===== config.mk =====
export PLATFORM = sky130hd
export DESIGN_NAME = midi_timecode_position_counter
export DESIGN_NICKNAME = d
export VERILOG_FILES = /design/src/design/mtc_pkg.sv /design/src/design/mtc_step.sv /design/src/design/midi_timecode_position_counter.sv
export SDC_FILE = /design/constraint.sdc
export NUM_CORES = 1
export LEC_CHECK = 0
export ABC_CLOCK_PERIOD_IN_PS = 3300
export BUFFER_PORTS_ARGS = -buffer_cell sky130_fd_sc_hd__buf_2
export CAP_MARGIN = 20
export CORE_ASPECT_RATIO = 0.75
export CORE_MARGIN = 2
export CORE_UTILIZATION = 55
export CTS_CLUSTER_SIZE = 25
export DETAILED_ROUTE_END_ITERATION = 12
export PLACE_DENSITY = 0.79
export SYNTH_ARGS = -nofsm -noshare
export SYNTH_HDL_FRONTEND = slang
export SYNTH_SLANG_ARGS = --single-unit
export TNS_END_PERCENT = 10

===== constraint.sdc =====
create_clock -name i_clk -period 3.3 [get_ports i_clk]
set_clock_uncertainty 0.1 [all_clocks]
set_input_delay 0.495 -clock i_clk [delete_from_list [all_inputs] [get_ports i_clk]]
set_output_delay 0.495 -clock i_clk [all_outputs]
set_load 0.05 [all_outputs]

===== src/design/mtc_pkg.sv =====
// ----------------------------------------------------------------------------
// mtc_pkg
// Types, codes and small helpers shared by the timecode counter modules.
// ----------------------------------------------------------------------------
package mtc_pkg;

    // Item kinds; code 3 means nothing and is ignored by the datapath.
    typedef enum logic [1:0] {
        MODE_LOAD  = 2'd0,
        MODE_TICK  = 2'd1,
        MODE_QUERY = 2'd2
    } t_mode;

    typedef enum logic [1:0] {
        RATE_24      = 2'd0,
        RATE_25      = 2'd1,
        RATE_30_DROP = 2'd2,
        RATE_30      = 2'd3
    } t_rate;

    // Quarter-frame piece selector
    typedef enum logic [2:0] {
        PIECE_FRAME_LO = 3'd0,
        PIECE_FRAME_HI = 3'd1,
        PIECE_SEC_LO   = 3'd2,
        PIECE_SEC_HI   = 3'd3,
        PIECE_MIN_LO   = 3'd4,
        PIECE_MIN_HI   = 3'd5,
        PIECE_HOUR_LO  = 3'd6,
        PIECE_HOUR_HI  = 3'd7
    } t_piece;

    localparam logic [5:0] SEC_PER_MIN   = 6'd60;
    localparam logic [5:0] MIN_PER_HOUR  = 6'd60;
    localparam logic [4:0] HOUR_WRAP     = 5'd24;
    localparam logic [4:0] DROP_FIRST_FR = 5'd2;

    typedef struct packed {
        logic [4:0] frames;
        logic [5:0] seconds;
        logic [5:0] minutes;
        logic [4:0] hours;
        t_rate      rate;
    } t_pos;

    typedef struct packed {
        t_mode      mode;
        t_pos       load;
        logic [2:0] piece_index;
    } t_item;

    typedef struct packed {
        t_pos       pos;
        logic [3:0] piece_nibble;
        logic       status;
    } t_result;

    function automatic logic [4:0] frame_limit(input t_rate rate);
        logic [4:0] lim;
        unique case (rate)
            RATE_24: lim = 5'd24;
            RATE_25: lim = 5'd25;
            default: lim = 5'd30;
        endcase
        return lim;
    endfunction

    // True for the tens of minutes (no frames dropped there)
    function automatic logic is_tenth_minute(input logic [5:0] minutes);
        logic hit;
        unique case (minutes)
            6'd0, 6'd10, 6'd20, 6'd30, 6'd40, 6'd50, 6'd60: hit = 1'b1;
            default: hit = 1'b0;
        endcase
        return hit;
    endfunction

endpackage


===== src/design/mtc_step.sv =====
// ----------------------------------------------------------------------------
// mtc_step
// Next position and result for one item: load check, frame advance, query.
// ----------------------------------------------------------------------------
module mtc_step (
    input  mtc_pkg::t_pos    i_pos,
    input  mtc_pkg::t_item   i_item,
    output mtc_pkg::t_pos    o_pos,
    output mtc_pkg::t_result o_res
);

    logic [5:0] w_f_inc;
    logic [6:0] w_s_inc;
    logic [6:0] w_m_inc;
    logic [4:0] w_h_inc;
    logic       w_f_wrap;
    logic       w_s_wrap;
    logic       w_m_wrap;
    logic       w_load_ok;
    logic       w_load_drop;
    mtc_pkg::t_pos w_tick;
    mtc_pkg::t_pos w_ld;

    assign w_ld     = i_item.load;
    assign w_f_inc  = {1'b0, i_pos.frames} + 6'd1;
    assign w_s_inc  = {1'b0, i_pos.seconds} + 7'd1;
    assign w_m_inc  = {1'b0, i_pos.minutes} + 7'd1;
    assign w_h_inc  = i_pos.hours + 5'd1;
    assign w_f_wrap = w_f_inc >= {1'b0, mtc_pkg::frame_limit(i_pos.rate)};
    assign w_s_wrap = w_s_inc >= {1'b0, mtc_pkg::SEC_PER_MIN};
    assign w_m_wrap = w_m_inc >= {1'b0, mtc_pkg::MIN_PER_HOUR};

    // drop-frame: frames 0 and 1 do not exist at second 0 of non-tenth minutes
    assign w_load_drop = (w_ld.rate == mtc_pkg::RATE_30_DROP) && (w_ld.seconds == 6'd0)
                       && !mtc_pkg::is_tenth_minute(w_ld.minutes)
                       && (w_ld.frames < mtc_pkg::DROP_FIRST_FR);
    assign w_load_ok = (w_ld.frames < mtc_pkg::frame_limit(w_ld.rate)) && !w_load_drop
                     && (w_ld.seconds < mtc_pkg::SEC_PER_MIN)
                     && (w_ld.minutes < mtc_pkg::MIN_PER_HOUR);

    always_comb begin
        w_tick = i_pos;
        if (!w_f_wrap) begin
            w_tick.frames = w_f_inc[4:0];
        end else begin
            w_tick.seconds = w_s_wrap ? 6'd0 : w_s_inc[5:0];
            if (w_s_wrap) begin
                w_tick.minutes = w_m_wrap ? 6'd0 : w_m_inc[5:0];
                if (w_m_wrap) begin
                    w_tick.hours = (w_h_inc == mtc_pkg::HOUR_WRAP) ? 5'd0 : w_h_inc;
                end
            end
            if ((i_pos.rate == mtc_pkg::RATE_30_DROP) && (w_tick.seconds == 6'd0)
                && !mtc_pkg::is_tenth_minute(w_tick.minutes)) begin
                w_tick.frames = mtc_pkg::DROP_FIRST_FR;
            end else begin
                w_tick.frames = 5'd0;
            end
        end
    end

    always_comb begin
        o_pos              = i_pos;
        o_res.piece_nibble = 4'd0;
        o_res.status       = 1'b0;
        unique case (i_item.mode)
            mtc_pkg::MODE_LOAD: begin
                if (w_load_ok) begin
                    o_pos = w_ld;
                end else begin
                    o_res.status = 1'b1;
                end
            end
            mtc_pkg::MODE_TICK: begin
                o_pos = w_tick;
            end
            mtc_pkg::MODE_QUERY: begin
                unique case (mtc_pkg::t_piece'(i_item.piece_index))
                    mtc_pkg::PIECE_FRAME_LO: o_res.piece_nibble = i_pos.frames[3:0];
                    mtc_pkg::PIECE_FRAME_HI: o_res.piece_nibble = {3'd0, i_pos.frames[4]};
                    mtc_pkg::PIECE_SEC_LO:   o_res.piece_nibble = i_pos.seconds[3:0];
                    mtc_pkg::PIECE_SEC_HI:   o_res.piece_nibble = {2'd0, i_pos.seconds[5:4]};
                    mtc_pkg::PIECE_MIN_LO:   o_res.piece_nibble = i_pos.minutes[3:0];
                    mtc_pkg::PIECE_MIN_HI:   o_res.piece_nibble = {2'd0, i_pos.minutes[5:4]};
                    mtc_pkg::PIECE_HOUR_LO:  o_res.piece_nibble = i_pos.hours[3:0];
                    default: o_res.piece_nibble = {1'b0, i_pos.rate, i_pos.hours[4]};
                endcase
            end
            default: begin
                o_pos = i_pos;
            end
        endcase
        o_res.pos = o_pos;
    end

endmodule


===== src/design/midi_timecode_position_counter.sv =====
// ----------------------------------------------------------------------------
// midi_timecode_position_counter
// SMPTE / MIDI timecode position counter with load, frame advance and
// quarter-frame query.
// ----------------------------------------------------------------------------
// Takes one item per clock unless stalled and returns one result per item, in
// order. Each item passes an input register, the position logic and a result
// register; throughput is one item a cycle while results are taken, set by the
// combinational carry chain of the position counter, which is updated as the
// item leaves the input register. A full result register stalls the input side
// only while the downstream holds tready low. After reset the position is
// 00:00:00:00 at 24 fps.
// Item kinds (s_axis_tuser): load checks and stores a position, or flags it
// as rejected and keeps the old one; tick advances one frame with carries
// (drop-frame skips frames 0 and 1 at second 0 of minutes that are not a
// multiple of ten; hours wrap at 24, or at 32 if loaded above 23); query
// returns one quarter-frame nibble. Kind 3 is ignored. Every result carries
// the position as it stands after the item.
// ----------------------------------------------------------------------------
module midi_timecode_position_counter (
    input  logic        i_clk,
    input  logic        i_rst_n,
    // input stream
    input  logic        s_axis_tvalid,
    output logic        s_axis_tready,
    // [4:0] load_frames, [10:5] load_seconds, [16:11] load_minutes,
    // [21:17] load_hours, [23:22] load_rate, [26:24] piece_index, rest zero
    input  logic [31:0] s_axis_tdata,
    // [1:0] mode
    input  logic [1:0]  s_axis_tuser,
    // result stream
    output logic        m_axis_tvalid,
    input  logic        m_axis_tready,
    // [4:0] frames_now, [10:5] seconds_now, [16:11] minutes_now,
    // [21:17] hours_now, [23:22] rate_now, [27:24] piece_nibble, rest zero
    output logic [31:0] m_axis_tdata,
    // [0] status
    output logic [0:0]  m_axis_tuser
);

    mtc_pkg::t_item   r_in;
    logic             r_in_valid;
    mtc_pkg::t_pos    r_pos;
    mtc_pkg::t_result r_res;
    logic             r_out_valid;

    mtc_pkg::t_item   w_item;
    mtc_pkg::t_pos    n_pos;
    mtc_pkg::t_result n_res;
    logic             w_adv;

    // unpack the incoming item
    assign w_item.mode         = mtc_pkg::t_mode'(s_axis_tuser);
    assign w_item.load.frames  = s_axis_tdata[4:0];
    assign w_item.load.seconds = s_axis_tdata[10:5];
    assign w_item.load.minutes = s_axis_tdata[16:11];
    assign w_item.load.hours   = s_axis_tdata[21:17];
    assign w_item.load.rate    = mtc_pkg::t_rate'(s_axis_tdata[23:22]);
    assign w_item.piece_index  = s_axis_tdata[26:24];

    // result register moves when empty or being taken
    assign w_adv         = !r_out_valid || m_axis_tready;
    assign s_axis_tready = !r_in_valid || w_adv;

    mtc_step u_step (
        .i_pos  (r_pos),
        .i_item (r_in),
        .o_pos  (n_pos),
        .o_res  (n_res)
    );

    always_ff @(posedge i_clk) begin
        if (!i_rst_n) begin
            r_in_valid  <= 1'b0;
            r_out_valid <= 1'b0;
            r_pos       <= '0;
        end else begin
            if (s_axis_tready) begin
                r_in_valid <= s_axis_tvalid;
            end
            if (w_adv) begin
                r_out_valid <= r_in_valid;
                if (r_in_valid) begin
                    r_pos <= n_pos;
                end
            end
        end
    end

    // payload registers
    always_ff @(posedge i_clk) begin
        if (s_axis_tvalid && s_axis_tready) begin
            r_in <= w_item;
        end
        if (w_adv && r_in_valid) begin
            r_res <= n_res;
        end
    end

    assign m_axis_tvalid = r_out_valid;
    assign m_axis_tdata  = {4'd0, r_res.piece_nibble, r_res.pos.rate, r_res.pos.hours,
                            r_res.pos.minutes, r_res.pos.seconds, r_res.pos.frames};
    assign m_axis_tuser  = r_res.status;

    // stored position stays a legal timecode
    a_pos_range: assert property (@(posedge i_clk) disable iff (!i_rst_n)
        (r_pos.seconds < mtc_pkg::SEC_PER_MIN) && (r_pos.minutes < mtc_pkg::MIN_PER_HOUR)
        && (r_pos.frames < mtc_pkg::frame_limit(r_pos.rate)))
        else $error("position out of range");

    // dropped frames never show up in the stored position
    a_drop_skip: assert property (@(posedge i_clk) disable iff (!i_rst_n)
        ((r_pos.rate == mtc_pkg::RATE_30_DROP) && (r_pos.seconds == 6'd0)
         && !mtc_pkg::is_tenth_minute(r_pos.minutes))
        |-> (r_pos.frames >= mtc_pkg::DROP_FIRST_FR))
        else $error("dropped frame number held");

    // a rejected load carries no nibble
    a_reject_nibble: assert property (@(posedge i_clk) disable iff (!i_rst_n)
        (m_axis_tvalid && m_axis_tuser[0]) |-> (m_axis_tdata[27:24] == 4'd0))
        else $error("nibble on rejected load");

    // position only moves when an item leaves the input register
    a_pos_hold: assert property (@(posedge i_clk) disable iff (!i_rst_n)
        !(r_in_valid && w_adv) |=> $stable(r_pos))
        else $error("position changed without an item");

endmodule

**Yosys cells after proc, flatten, opt, wreduce, memory -nomap -nowiden**

Cells that the tools add are included.

- Register bits after elaboration: 84
- Output and inout bits: 35

- $add $sub $neg: 4
- $lt $le $gt $ge: 7
- Equal/unequal tests: 25
- Multiplexer cells: 18
- Reduce and logical (&&, ||, !) cells: 28

Operators with widths:

| operator | number |
|---|---|
| $pmux W24 S2 | 1 |
| $eq A6 B6 Y1 const B | 6 |
| $pmux W4 S7 | 1 |
| $eq A6 B5 Y1 const B | 4 |
| $logic_not A6 Y1 | 4 |
| $mux W24 | 1 |
| $mux W11 | 2 |
| $mux W17 | 1 |
| $mux W5 | 3 |
| $add A6 B1 Y7 const B | 2 |
| $ge A7 B6 Y1 const B | 2 |
| $reduce_or A7 Y1 | 2 |
| $eq A6 B4 Y1 const B | 2 |
| $lt A6 B6 Y1 const B | 2 |
| $mux W6 | 2 |
| $pmux W3 S2 | 2 |
| $logic_and A1 B1 Y1 | 10 |
| $eq A3 B3 Y1 const B | 3 |
| $add A5 B1 Y6 const B | 1 |
| $eq A2 B1 Y1 const B | 3 |
| $eq A2 B2 Y1 const B | 3 |
| $eq A3 B2 Y1 const B | 2 |
| $ge A6 B5 Y1 | 1 |
| $logic_not A2 Y1 | 3 |
| other kinds (11) | 19 |

**Longest topological paths before layout**

Gate-level depths: netlist (run 1).

- Word-level depth: 15
- Depth in mapped cells: 12

**Hierarchy**

A second synthesis (run 1) with hierarchy kept.

- Cell total of the unflattened synthesis: 465
- Area, all modules: 4803.4 um^2

Modules (own cells, without submodules):

| module | times used | cells an instance | area each (um^2) |
|---|---|---|---|
| midi_timecode_position_counter | 1 | 177 | 2844.0 |
| mtc_step | 1 | 288 | 1959.4 |

**Worst setup path before layout (run 1)**

Ideal clock, no wire load.

- Kind: register to register
- From: reg r_out_valid, in the netlist m_axis_tvalid
- To: reg r_res (netlist bit m_axis_tdata[0]) (enable)
- Library setup time: 404 ps
- Arrival: 2285 ps
- Data required time: 2796 ps
- Setup slack: 510 ps
- Cell stages (with the launch flop): 6
- Buffers on the path: 2
- Period minus slack after synthesis: 2790 ps
- Cell sequence: dfxtp_1 nor2b_1 nand2b_1 inv_1 clkbuf_1 clkbuf_1

- Cells in the longest elaborated chain, start to end: 3

Ends and longest elaborated chain:

| what | RTL line | RTL |
|---|---|---|
| from (decl) | midi_timecode_position_counter.sv:45 | `logic r_out_valid;` |
| from (signal assigned) | midi_timecode_position_counter.sv:82 | `r_out_valid <= r_in_valid;` |
| $logic_not A1 Y1 | midi_timecode_position_counter.sv:62 | `assign w_adv = !r_out_valid \|\| m_axis_tready;` |
| $logic_or A1 B1 Y1 | midi_timecode_position_counter.sv:62 |  |
| $logic_and A1 B1 Y1 | midi_timecode_position_counter.sv:95 | `if (w_adv && r_in_valid) begin` |
| to (signal assigned) | midi_timecode_position_counter.sv:96 | `r_res <= n_res;` |
| to (decl) | midi_timecode_position_counter.sv:44 | `mtc_pkg::t_result r_res;` |

No other way between the ends.
A chain may end at the register's enable or synchronous reset.

==> impl_metrics.py, run 1 <==
metrics = {
    "sta": {
        "finalMaxSlewViolations": 0,
        "min_period_over_period_pct": 94.35,
        "max_freq_mhz": 321.2,
        "worstMarginPinSlew_ns": 0.6360,
        "setup_viol": 0,
        "rsz0062_at_grt": "false",
        "timing.slew.headroom_pct": 57.15,
        "period_needed_ns": 3.113,
        "tns_ns": 0,
        "finalHoldViolCount": 0,
    },
    "worst_setup_path": {
        "r2r_setup_slack_ns": 0.19,
        "crit_slowest_cell": "dfxtp_1",
        "required_ns": 3.30,
        "endpoint_kind": "flop",
        "criticalPathCategory": "flop to flop",
        "worst-r2r-cell-count": 9,
        "cpPeakStageDelay_ns": 0.51,
        "reg2reg_from": "r_pos[19]",
        "startpoint_type": "flop",
        "r2r-end": "m_axis_tdata[6]",
        "cpLargestDelayFamily": "compound AO/OA/AOI/OAI gates",
        "critical_path.cell_chain": "ha_1 > nand3_1 > xnor2_1 > nand3_1 > a21o_1 > a21oi_1 > nor2_2 > a222oi_1 > inv_1",
        "cp_max_fo": 11,
        "crit_arrival_ns": 3.11,
        "cp_common_cell": "nand3_1",
        "path_buf_inv": 1,
    },
    "clocking": {
        "clk_pin_slew_worst_paths_ns": 0.08,
        "root_buffer": "clkbuf_8",
        "insertion_delay_ns": 0.36,
        "cts_max_path_buffers": 2,
        "cts.sinks": 84,
        "cts_tree": "built",
        "cts_buffers": 9,
        "cts_hold_buf": 0,
        "htreeDepth": 3,
    },
    "logic_synthesis": {
        "synth-async-reset-ratio_pct": 0,
        "synth_top_area_share_pct": 39.51,
        "ys_warn_count": 0,
        "synthCells": 425,
        "synth_top_cell_by_area": "edfxtp_1",
        "ys_types": 65,
        "synth_edf_count": 58,
        "synth.avg_cell_area_um2": 10.37,
        "ys_ff_latch": 84,
        "syn_area_um2": 4408,
        "ys.flop_type": "edfxtp_1",
        "ys_seq_area_share_pct": 51.32,
        "synthTopCellsByArea": "edfxtp_1 40%, dfxtp_1 12%, o21ai_0 4.3%, nand2_1 3.2%, nor2_1 2.7%",
    },
    "global_route": {
        "grt.total_usage_pct": 25.44,
        "grt_overflow": 0,
        "grt_pass1_vias": 3384,
        "grt_pass1_wl_um": 17040,
        "antenna_found_initial": 0,
        "grt_start_max_net_pins": 62,
    },
    "pwr": {
        "switching_share_pct": 29.25,
        "combPwrFrac_pct": 14.9,
        "p_switching_mw": 0.6563,
        "p_int_mw": 1.588,
        "seqPwrFrac_pct": 56.6,
        "irDropWorstVdd_mv": 0.3053,
        "powerDensity_nw_per_um2": 452.9,
        "leakagePower_nw": 1.852,
        "p_clk_share_pct": 28.5,
        "finalPower_mw": 2.244,
    },
    "cells_and_area": {
        "nets": 524,
        "drive_above_1_share_pct": 21.58,
        "fin_cells": 587,
        "final_area_um2": 4955,
        "syn_to_final_growth_pct": 12.40,
        "fin_util_pct": 63.14,
        "final_cell_mix": "63 x buf_2, 58 x edfxtp_1, 38 x o21ai_0",
        "antenna_cells": 0,
        "layout_commonest_cell": "buf_2",
    },
    "placed_design": {
        "dp_cells": 571,
        "io_buffers": 63,
        "place.gp.congestion": 0.8571,
        "hpwl_um": 7447,
        "placed_cell_area_um2": 4783,
    },
    "detailed_routing": {
        "dr.pass1.iters": 5,
        "routedWlPerCell_um": 17.84,
        "vias_per_cell": 6.239,
        "final_antenna_net_count": 0,
        "drc_errors": 0,
        "vias": 3662,
        "totalWireLength_um": 10470,
        "drt_iter0_drc": 378,
    },
    "die": {
        "start_util_pct": 56.17,
        "io_pins": 73,
        "die_area_um2": 8754,
        "rows": 28,
        "die_h_um": 81.53,
        "core-area_um2": 7848,
        "dieWidth_um": 107.4,
    },
    "min_path": {
        "min_to": "r_in[4]",
        "hold_path_class": "input port to flop",
        "whs_path_depth": 1,
        "hp-start": "s_axis_tdata[23]",
    },
    "status": {
        "status": "finished clean",
    },
    "job": {
        "cap_violations": 0,
    },
}
sequential cells by signal, summed over array words and instances (netlist names):
register / flops
m_axis_tuser: 1
r_in_valid: 1
m_axis_tvalid: 1
m_axis_tdata: 28
r_in: 29
r_pos: 24
worst reg2reg max path: stages, from the launching register on:
cell      delay, ns
dfxtp_1        0.51
ha_1           0.30
nand3_1        0.12
xnor2_1        0.24
nand3_1        0.14
a21o_1         0.28
a21oi_1        0.47
nor2_2         0.22
a222oi_1       0.39
inv_1          0.09
how the worst max path moves through the flow:
stage,slack (ns),to,depth (start not counted),from
after floorplan,0.51,m_axis_tdata[0],5,m_axis_tvalid
after global placement,0.29,r_pos[16],9,r_pos[19]
after detailed placement,0.19,r_pos[16],9,r_pos[19]
after CTS,0.16,r_pos[16],9,r_pos[19]
after global routing,0.03,m_axis_tdata[6],9,r_pos[19]
final,0.19,m_axis_tdata[6],9,r_pos[19]
layer usage:
metal	up-vias	global-route usage [%]	share of wire (%)
li1	1719	-	-
met1	1724	35.66	43
met2	195	39.81	46
met3	24	6.032	10
met4	0	7.564	1.4
met5	-	0	0
kinds of logic (layout without fill, tap and decap cells):
group	Yosys count	after routing	share of synthesized area, %
buf+inv	43	97	4.286
mux	9	9	2.924
simple gates	126	126	14.36
compound gates	144	144	22.65
fa+ha+maj	10	10	2.782
other cells	1	4	0.08507
flops	84	84	51.32
xor+xnor	8	8	1.590
layout make-up:
| class | count | area [µm²] |
|---|---|---|
| multi-input cells | 301 | 1971 |
| clock buffers | 11 | 131.4 |
| clock inverters | 5 | 37.54 |
| fillers | 667 | 2893 |
| inverters | 11 | 41.29 |
| well taps | 105 | 131.4 |
| repair buffers | 70 | 380.4 |
| flip-flops and latches | 84 | 2262 |
cell usage after synthesis, types with 7 or more instances:
master and count:
o21ai_0 38, ha_1 9, nand3_1 15, edfxtp_1 58, o21ba_2 7, a221o_1 8
clkbuf_1 17, buf_2 10, nor2_1 32, dfxtp_1 26, a31oi_1 15, a21oi_1 18
nand2_1 37, a22oi_1 13, inv_1 11
power by group through the flow:
stage | logic [mW] | clock network (mW) | registers, mW
final | 0.335 | 0.640 | 1.27
after global routing | 0.365 | 0.695 | 1.28
after CTS | 0.334 | 0.649 | 1.27
after detailed placement | 0.333 | 0 | 1.29
after global placement | 0.322 | 0 | 1.29
after floorplan | 0.201 | 0 | 1.32
what timing repair did:
action / CTS / global route
setup buffers: 0 / 0
endpoints found under the setup margin: 0 / 6
resized for setup: 0 / 1
metrics by stage:
stage | hold WS, ns | setup WS [ns]
finish | 0.2048 | 0.1865
CTS | 0.2010 | 0.1641
floorplan | 0.3796 | 0.5104
global placement | 0.4086 | 0.2885
global route | 0.1937 | 0.03295
detailed placement | 0.4189 | 0.1861
No activity file was read; power rests on OpenSTA's default activity.
==> run 2, diff against run 1 <==
- CAP_MARGIN: 20 -> default
- SYNTH_HIERARCHICAL: default -> 1
==> impl_metrics.py, run 2 <==
metrics = {
    "clocking": {
        "root_buffer": "clkbuf_16",
        "insertion_delay_ns": 0.34,
        "cts_buffers": 9,
        "postCtsSetupBuffers": 0,
        "cts_tree": "built",
        "htreeDepth": 3,
        "cts_resized": 0,
        "cts_max_path_buffers": 2,
        "cts.sinks": 84,
        "cts_hold_buf": 0,
        "clk_pin_slew_worst_paths_ns": 0.06,
    },
    "logic_synthesis": {
        "yosysMostFrequentCell": "nand2_1",
        "synth_edf_count": 58,
        "synth_top_area_share_pct": 36.26,
        "ys_ff_latch": 84,
        "ys.flop_type": "edfxtp_1",
        "ys_warn_count": 6,
        "yosys-top-cells-count": "73 x nand2_1, 58 x edfxtp_1, 30 x buf_4",
        "synth_top_cell_by_area": "edfxtp_1",
        "ys_seq_area_share_pct": 47.10,
        "synth-async-reset-ratio_pct": 0,
        "synth.avg_cell_area_um2": 10.33,
        "synthCells": 465,
        "synthTopCellsByArea": "edfxtp_1 36%, dfxtp_1 11%, nand2_1 5.7%, mux2i_1 5.6%, buf_4 4.7%",
        "ys_types": 70,
        "syn_area_um2": 4803,
    },
    "cells_and_area": {
        "nets": 549,
        "antenna_cells": 0,
        "drive_above_1_share_pct": 22.13,
        "final_area_um2": 5284,
        "syn_to_final_growth_pct": 10.00,
        "top_register": "r_in",
        "final_cell_mix": "73 x nand2_1, 63 x buf_2, 58 x edfxtp_1",
        "layout_commonest_cell": "nand2_1",
        "fillers": 664,
        "largest_reg_flops": 29,
    },
    "detailed_routing": {
        "vias_per_cell": 6.145,
        "drt_iter0_drc": 431,
        "drc_errors": 0,
        "routedWlPerCell_um": 17.82,
        "totalWireLength_um": 10940,
        "dr.pass1.iters": 5,
        "vias": 3773,
        "final_antenna_net_count": 0,
    },
    "status": {
        "status": "finished clean",
    },
    "global_route": {
        "antenna_found_initial": 0,
        "grt_pass1_vias": 3349,
        "grt_start_max_net_pins": 54,
        "grt_overflow": 0,
        "gr-usage-met1_pct": 35.09,
        "grt_pass1_wl_um": 17510,
        "grt.total_usage_pct": 23.65,
        "busiest_layer": "met1",
        "use_met3_pct": 6.429,
        "use_met2_pct": 34.33,
    },
    "worst_setup_path": {
        "cpPeakStageDelay_ns": 0.52,
        "cpLargestDelayFamily": "simple AND/OR/NAND/NOR gates",
        "path_buf_inv": 0,
        "cp_max_fo": 7,
        "endpoint_kind": "flop",
        "required_ns": 3.47,
        "startpoint_type": "flop",
        "crit_arrival_ns": 3.29,
        "crit_slowest_cell": "or4_1",
        "path_depth": 11,
        "worst-r2r-cell-count": 11,
        "cp_common_cell": "nand2_1",
        "criticalPathCategory": "flop to flop",
        "critical_path.cell_chain": "ha_1 > ha_1 > a21o_1 > a21o_1 > o21ai_0 > nand2_1 > nand2_1 > or4_1 > o21bai_1 > nand2_1 > mux2i_1",
    },
    "placed_design": {
        "place.gp.congestion": 0.9319,
        "placed_cell_area_um2": 4994,
        "io_buffers": 63,
        "hpwl_um": 7827,
    },
    "sta": {
        "min_period_over_period_pct": 94.50,
        "finalHoldViolCount": 0,
        "max_freq_mhz": 320.7,
        "rsz0062_at_grt": "false",
        "timing.slew.headroom_pct": 23.59,
        "worstMarginPinSlew_ns": 1.146,
        "period_needed_ns": 3.119,
        "setup_viol": 0,
        "finalMaxSlewViolations": 0,
        "timing.hold.ws_ns": 0.2279,
        "tns_ns": 0,
    },
    "pwr": {
        "finalPower_mw": 2.504,
        "irDropWorstVdd_mv": 0.4802,
        "powerDensity_nw_per_um2": 473.9,
        "leakagePower_nw": 1.998,
    },
    "die": {
        "die_area_um2": 9505,
        "start_util_pct": 56.82,
        "rows": 29,
        "dieWidth_um": 111.9,
        "die_h_um": 84.93,
        "io_pins": 73,
        "core-area_um2": 8454,
    },
    "min_path": {
        "whs_path_depth": 1,
        "hold_path_class": "input port to flop",
    },
    "job": {
        "cap_violations": 0,
    },
}
==> run 2: cell types whose count changed after synthesis, sizes merged, moves of 10 or more <==
cell,delta
o21ai,-21
a22oi,-10
buf,+26
mux2i,+22
nand2,+36
nor2,-15
==> run 2: cell type report <==
| type | count | area, µm² | area share [%] |
|---|---|---|---|
| Multi-Input combinational cell | 313 | 2101 | 39.76 |
| Sequential cell | 84 | 2262 | 42.81 |
| Timing Repair Buffer | 80 | 442.9 | 8.383 |
| Clock inverter | 6 | 65.06 | 1.231 |
| Clock buffer | 9 | 225.2 | 4.262 |
| Inverter | 14 | 52.55 | 0.9946 |
| Tap cell | 108 | 135.1 | 2.557 |
==> run 2: path summary, 6_finish.rpt <==
check | startpoint | slack [ns] | to
worst max-delay path | r_pos[20] | 0.18 | r_pos[20]
worst min-delay path | s_axis_tdata[23] | 0.23 | r_in[4]
worst max register to register | r_pos[20] | 0.18 | r_pos[20]
worst min register to register | r_pos[1] | 0.43 | r_pos[1]
==> run 2: kinds of logic (layout without fill, tap and decap cells) <==
kind of cell	after synthesis	count (layout)	share of synthesized area, %
AOI/OAI and AO/OA	104	104	14.87
xor gates and xnor gates	6	6	1.094
adders and majority gates	10	10	2.553
buffers and inverters	71	109	9.612
DFF	84	84	47.10
muxes	34	34	8.518
other	1	4	0.07807
and+or+nand+nor	155	155	16.18
==> run 2: power breakdown <==
group	switching (mW)	leakage (nW)	internal [mW]	total, mW
Combinational	0.192	1.09	0.0999	0.292
Clock	0.398	0.132	0.581	0.979
Sequential	0.0504	0.775	1.18	1.23
Total	0.640	2.00	1.86	2.50
==> run 2: layer usage <==
metal  wire, µm  vias up
li1           -     1760
met3       1214       12
met5          0        -
met1       4901     1771
met2       4690      230
met4        136        0
==> run 2: metrics by stage <==
| step | util [%] | setup WS (ns) | std cells |
|---|---|---|---|
| 6_report | 62.50 | 0.1814 | 614 |
| 4_1_cts | 62.50 | 0.2558 | 614 |
| 2_1_floorplan | - | 0.3478 | 468 |
| 3_5_place_dp | 59.06 | 0.2888 | 599 |
| 5_1_grt | 62.50 | 0.03089 | 614 |
| 3_3_place_gp | 59.06 | 0.3416 | 599 |
==> run 3, diff against run 2 <==
- CORE_ASPECT_RATIO: 0.75 -> 1.75
==> impl_metrics.py, run 3 (synthesis results as in run 2) <==
metrics = {
    "status": {
        "status": "finished clean",
    },
    "clocking": {
        "cts_tree": "built",
        "postCtsSetupBuffers": 0,
        "htreeDepth": 3,
        "root_buffer": "clkbuf_16",
        "clk_pin_slew_worst_paths_ns": 0.06,
        "cts_max_path_buffers": 2,
        "insertion_delay_ns": 0.34,
        "cts_buffers": 9,
        "cts.sinks": 84,
        "cts_hold_buf": 0,
    },
    "worst_setup_path": {
        "endpoint_kind": "flop",
        "crit_arrival_ns": 3.10,
        "reg2reg_from": "r_pos[13]",
        "critPathLaunch": "r_pos[13]",
        "criticalPathCategory": "flop to flop",
        "r2r_setup_slack_ns": 0.29,
        "required_ns": 3.40,
        "startpoint_type": "flop",
        "cp_max_fo": 6,
    },
    "global_route": {
        "antenna_found_initial": 0,
        "grt_pass1_wl_um": 16950,
        "grt_overflow": 0,
        "grt_pass1_vias": 3495,
        "grt.total_usage_pct": 23.66,
        "grt_start_max_net_pins": 54,
    },
    "cells_and_area": {
        "top_register": "r_in",
        "final_area_um2": 5320,
        "fin_cells": 626,
        "largest_reg_flops": 29,
        "layout_commonest_cell": "nand2_1",
        "drive_above_1_share_pct": 22.79,
        "final_cell_mix": "73 x nand2_1, 63 x buf_2, 58 x edfxtp_1",
        "antenna_cells": 0,
        "nets": 551,
        "syn_to_final_growth_pct": 10.76,
    },
    "detailed_routing": {
        "m1WireLength_um": 4033,
        "routedWlPerCell_um": 17.00,
        "wl_met2_um": 5539,
        "vias_per_cell": 5.944,
        "vias": 3721,
        "drt_iter0_drc": 324,
        "top_layer": "met4",
        "dr.pass1.iters": 5,
        "final_antenna_net_count": 0,
        "totalWireLength_um": 10640,
        "dr_wl_met3_um": 566,
        "drc_errors": 0,
    },
    "sta": {
        "timing.slew.headroom_pct": 40.10,
        "setup_viol": 0,
        "finalMaxSlewViolations": 0,
        "finalWorstSetupSlack_ns": 0.2935,
        "worstMarginPinSlew_ns": 0.8985,
        "tns_ns": 0,
        "max_freq_mhz": 332.6,
        "period_needed_ns": 3.006,
        "finalHoldViolCount": 0,
        "min_period_over_period_pct": 91.11,
        "rsz0062_at_grt": "false",
    },
    "job": {
        "cap_violations": 0,
    },
    "pwr": {
        "powerDensity_nw_per_um2": 474.8,
        "p_int_mw": 1.872,
        "p_switching_mw": 0.6541,
        "leakagePower_nw": 2.014,
        "irDropWorstVdd_mv": 0.4290,
        "switching_share_pct": 25.89,
        "combPwrFrac_pct": 11.6,
        "p_clk_share_pct": 39.8,
        "seqPwrFrac_pct": 48.5,
    },
    "die": {
        "dieWidth_um": 74.65,
        "io_pins": 73,
        "die_h_um": 127.6,
        "start_util_pct": 56.13,
        "die_area_um2": 9527,
        "rows": 45,
        "core-area_um2": 8558,
    },
    "placed_design": {
        "hpwl_um": 7596,
        "placed_cell_area_um2": 5020,
        "io_buffers": 63,
        "dp_cells": 610,
        "preCtsSetupSlack_ns": 0.2394,
        "place.gp.congestion": 0.8791,
    },
    "min_path": {
        "hold_path_class": "input port to flop",
        "hp-start": "s_axis_tdata[23]",
    },
}
## run 3: cell types whose count changed in the layout (fill, tap and decap cells not counted)
cell | before | now
clkinv_1 | 1 | 0
clkinv_2 | 0 | 1
buf_4 | 17 | 19
clkinv_4 | 0 | 1
## run 3: critical path, stage by stage, from the launching register on
cell and delay (ns):
dfxtp_1 0.32, ha_1 0.27, and3b_1 0.30, nand3b_2 0.14, a21bo_1 0.22, or4_4 0.51, a21o_1 0.17, a22o_1 0.24
a221oi_2 0.29, o21bai_1 0.14, nand2_1 0.08, mux2i_1 0.09
## run 3: metal layers
layer  vias up  GRT usage, %
met1      1737         27.51
met2       164         38.68
li1       1782             -
met4         0         13.97
met3        38         5.521
met5         -             0
## run 3: path summary, 6_finish.rpt
kind               end  cells past startpoint
min            r_in[4]                      1
max reg2reg  r_pos[20]                     11
min reg2reg   r_pos[1]                      2
max          r_pos[20]                     11
## run 3: stage by stage
step	util, %	hold slack (ns)	total power [mW]
after global placement	58.66	0.3973	1.532
after global routing	62.16	0.2159	2.619
after floorplan	-	0.3314	1.488
after detailed placement	58.66	0.4093	1.540
after CTS	62.16	0.2166	2.541
final	62.16	0.2247	2.526
## run 3: repair_timing
| action | in CTS | in global routing |
|---|---|---|
| endpoints found under the hold margin | 0 | 0 |
| gates resized for setup | 0 | 1 |
| setup endpoints to repair | 0 | 1 |
## run 3: area by class of cell
class / instances / area [µm²]
fill: 711 / 3238
multi-input combinational: 313 / 2101
tap: 117 / 146.4
sequential: 84 / 2262
clock buffer: 9 / 225.2
timing repair buffer: 82 / 457.9
clock inverter: 7 / 75.07
inverter: 14 / 52.55
## run 3: power groups by stage
| stage | Sequential [mW] | Combinational, mW | Clock (mW) |
|---|---|---|---|
| after floorplan | 1.29 | 0.198 | 0 |
| after global placement | 1.25 | 0.286 | 0 |
| after detailed placement | 1.25 | 0.292 | 0 |
| after CTS | 1.23 | 0.293 | 1.02 |
| after global routing | 1.23 | 0.318 | 1.07 |
| final | 1.23 | 0.294 | 1.01 |
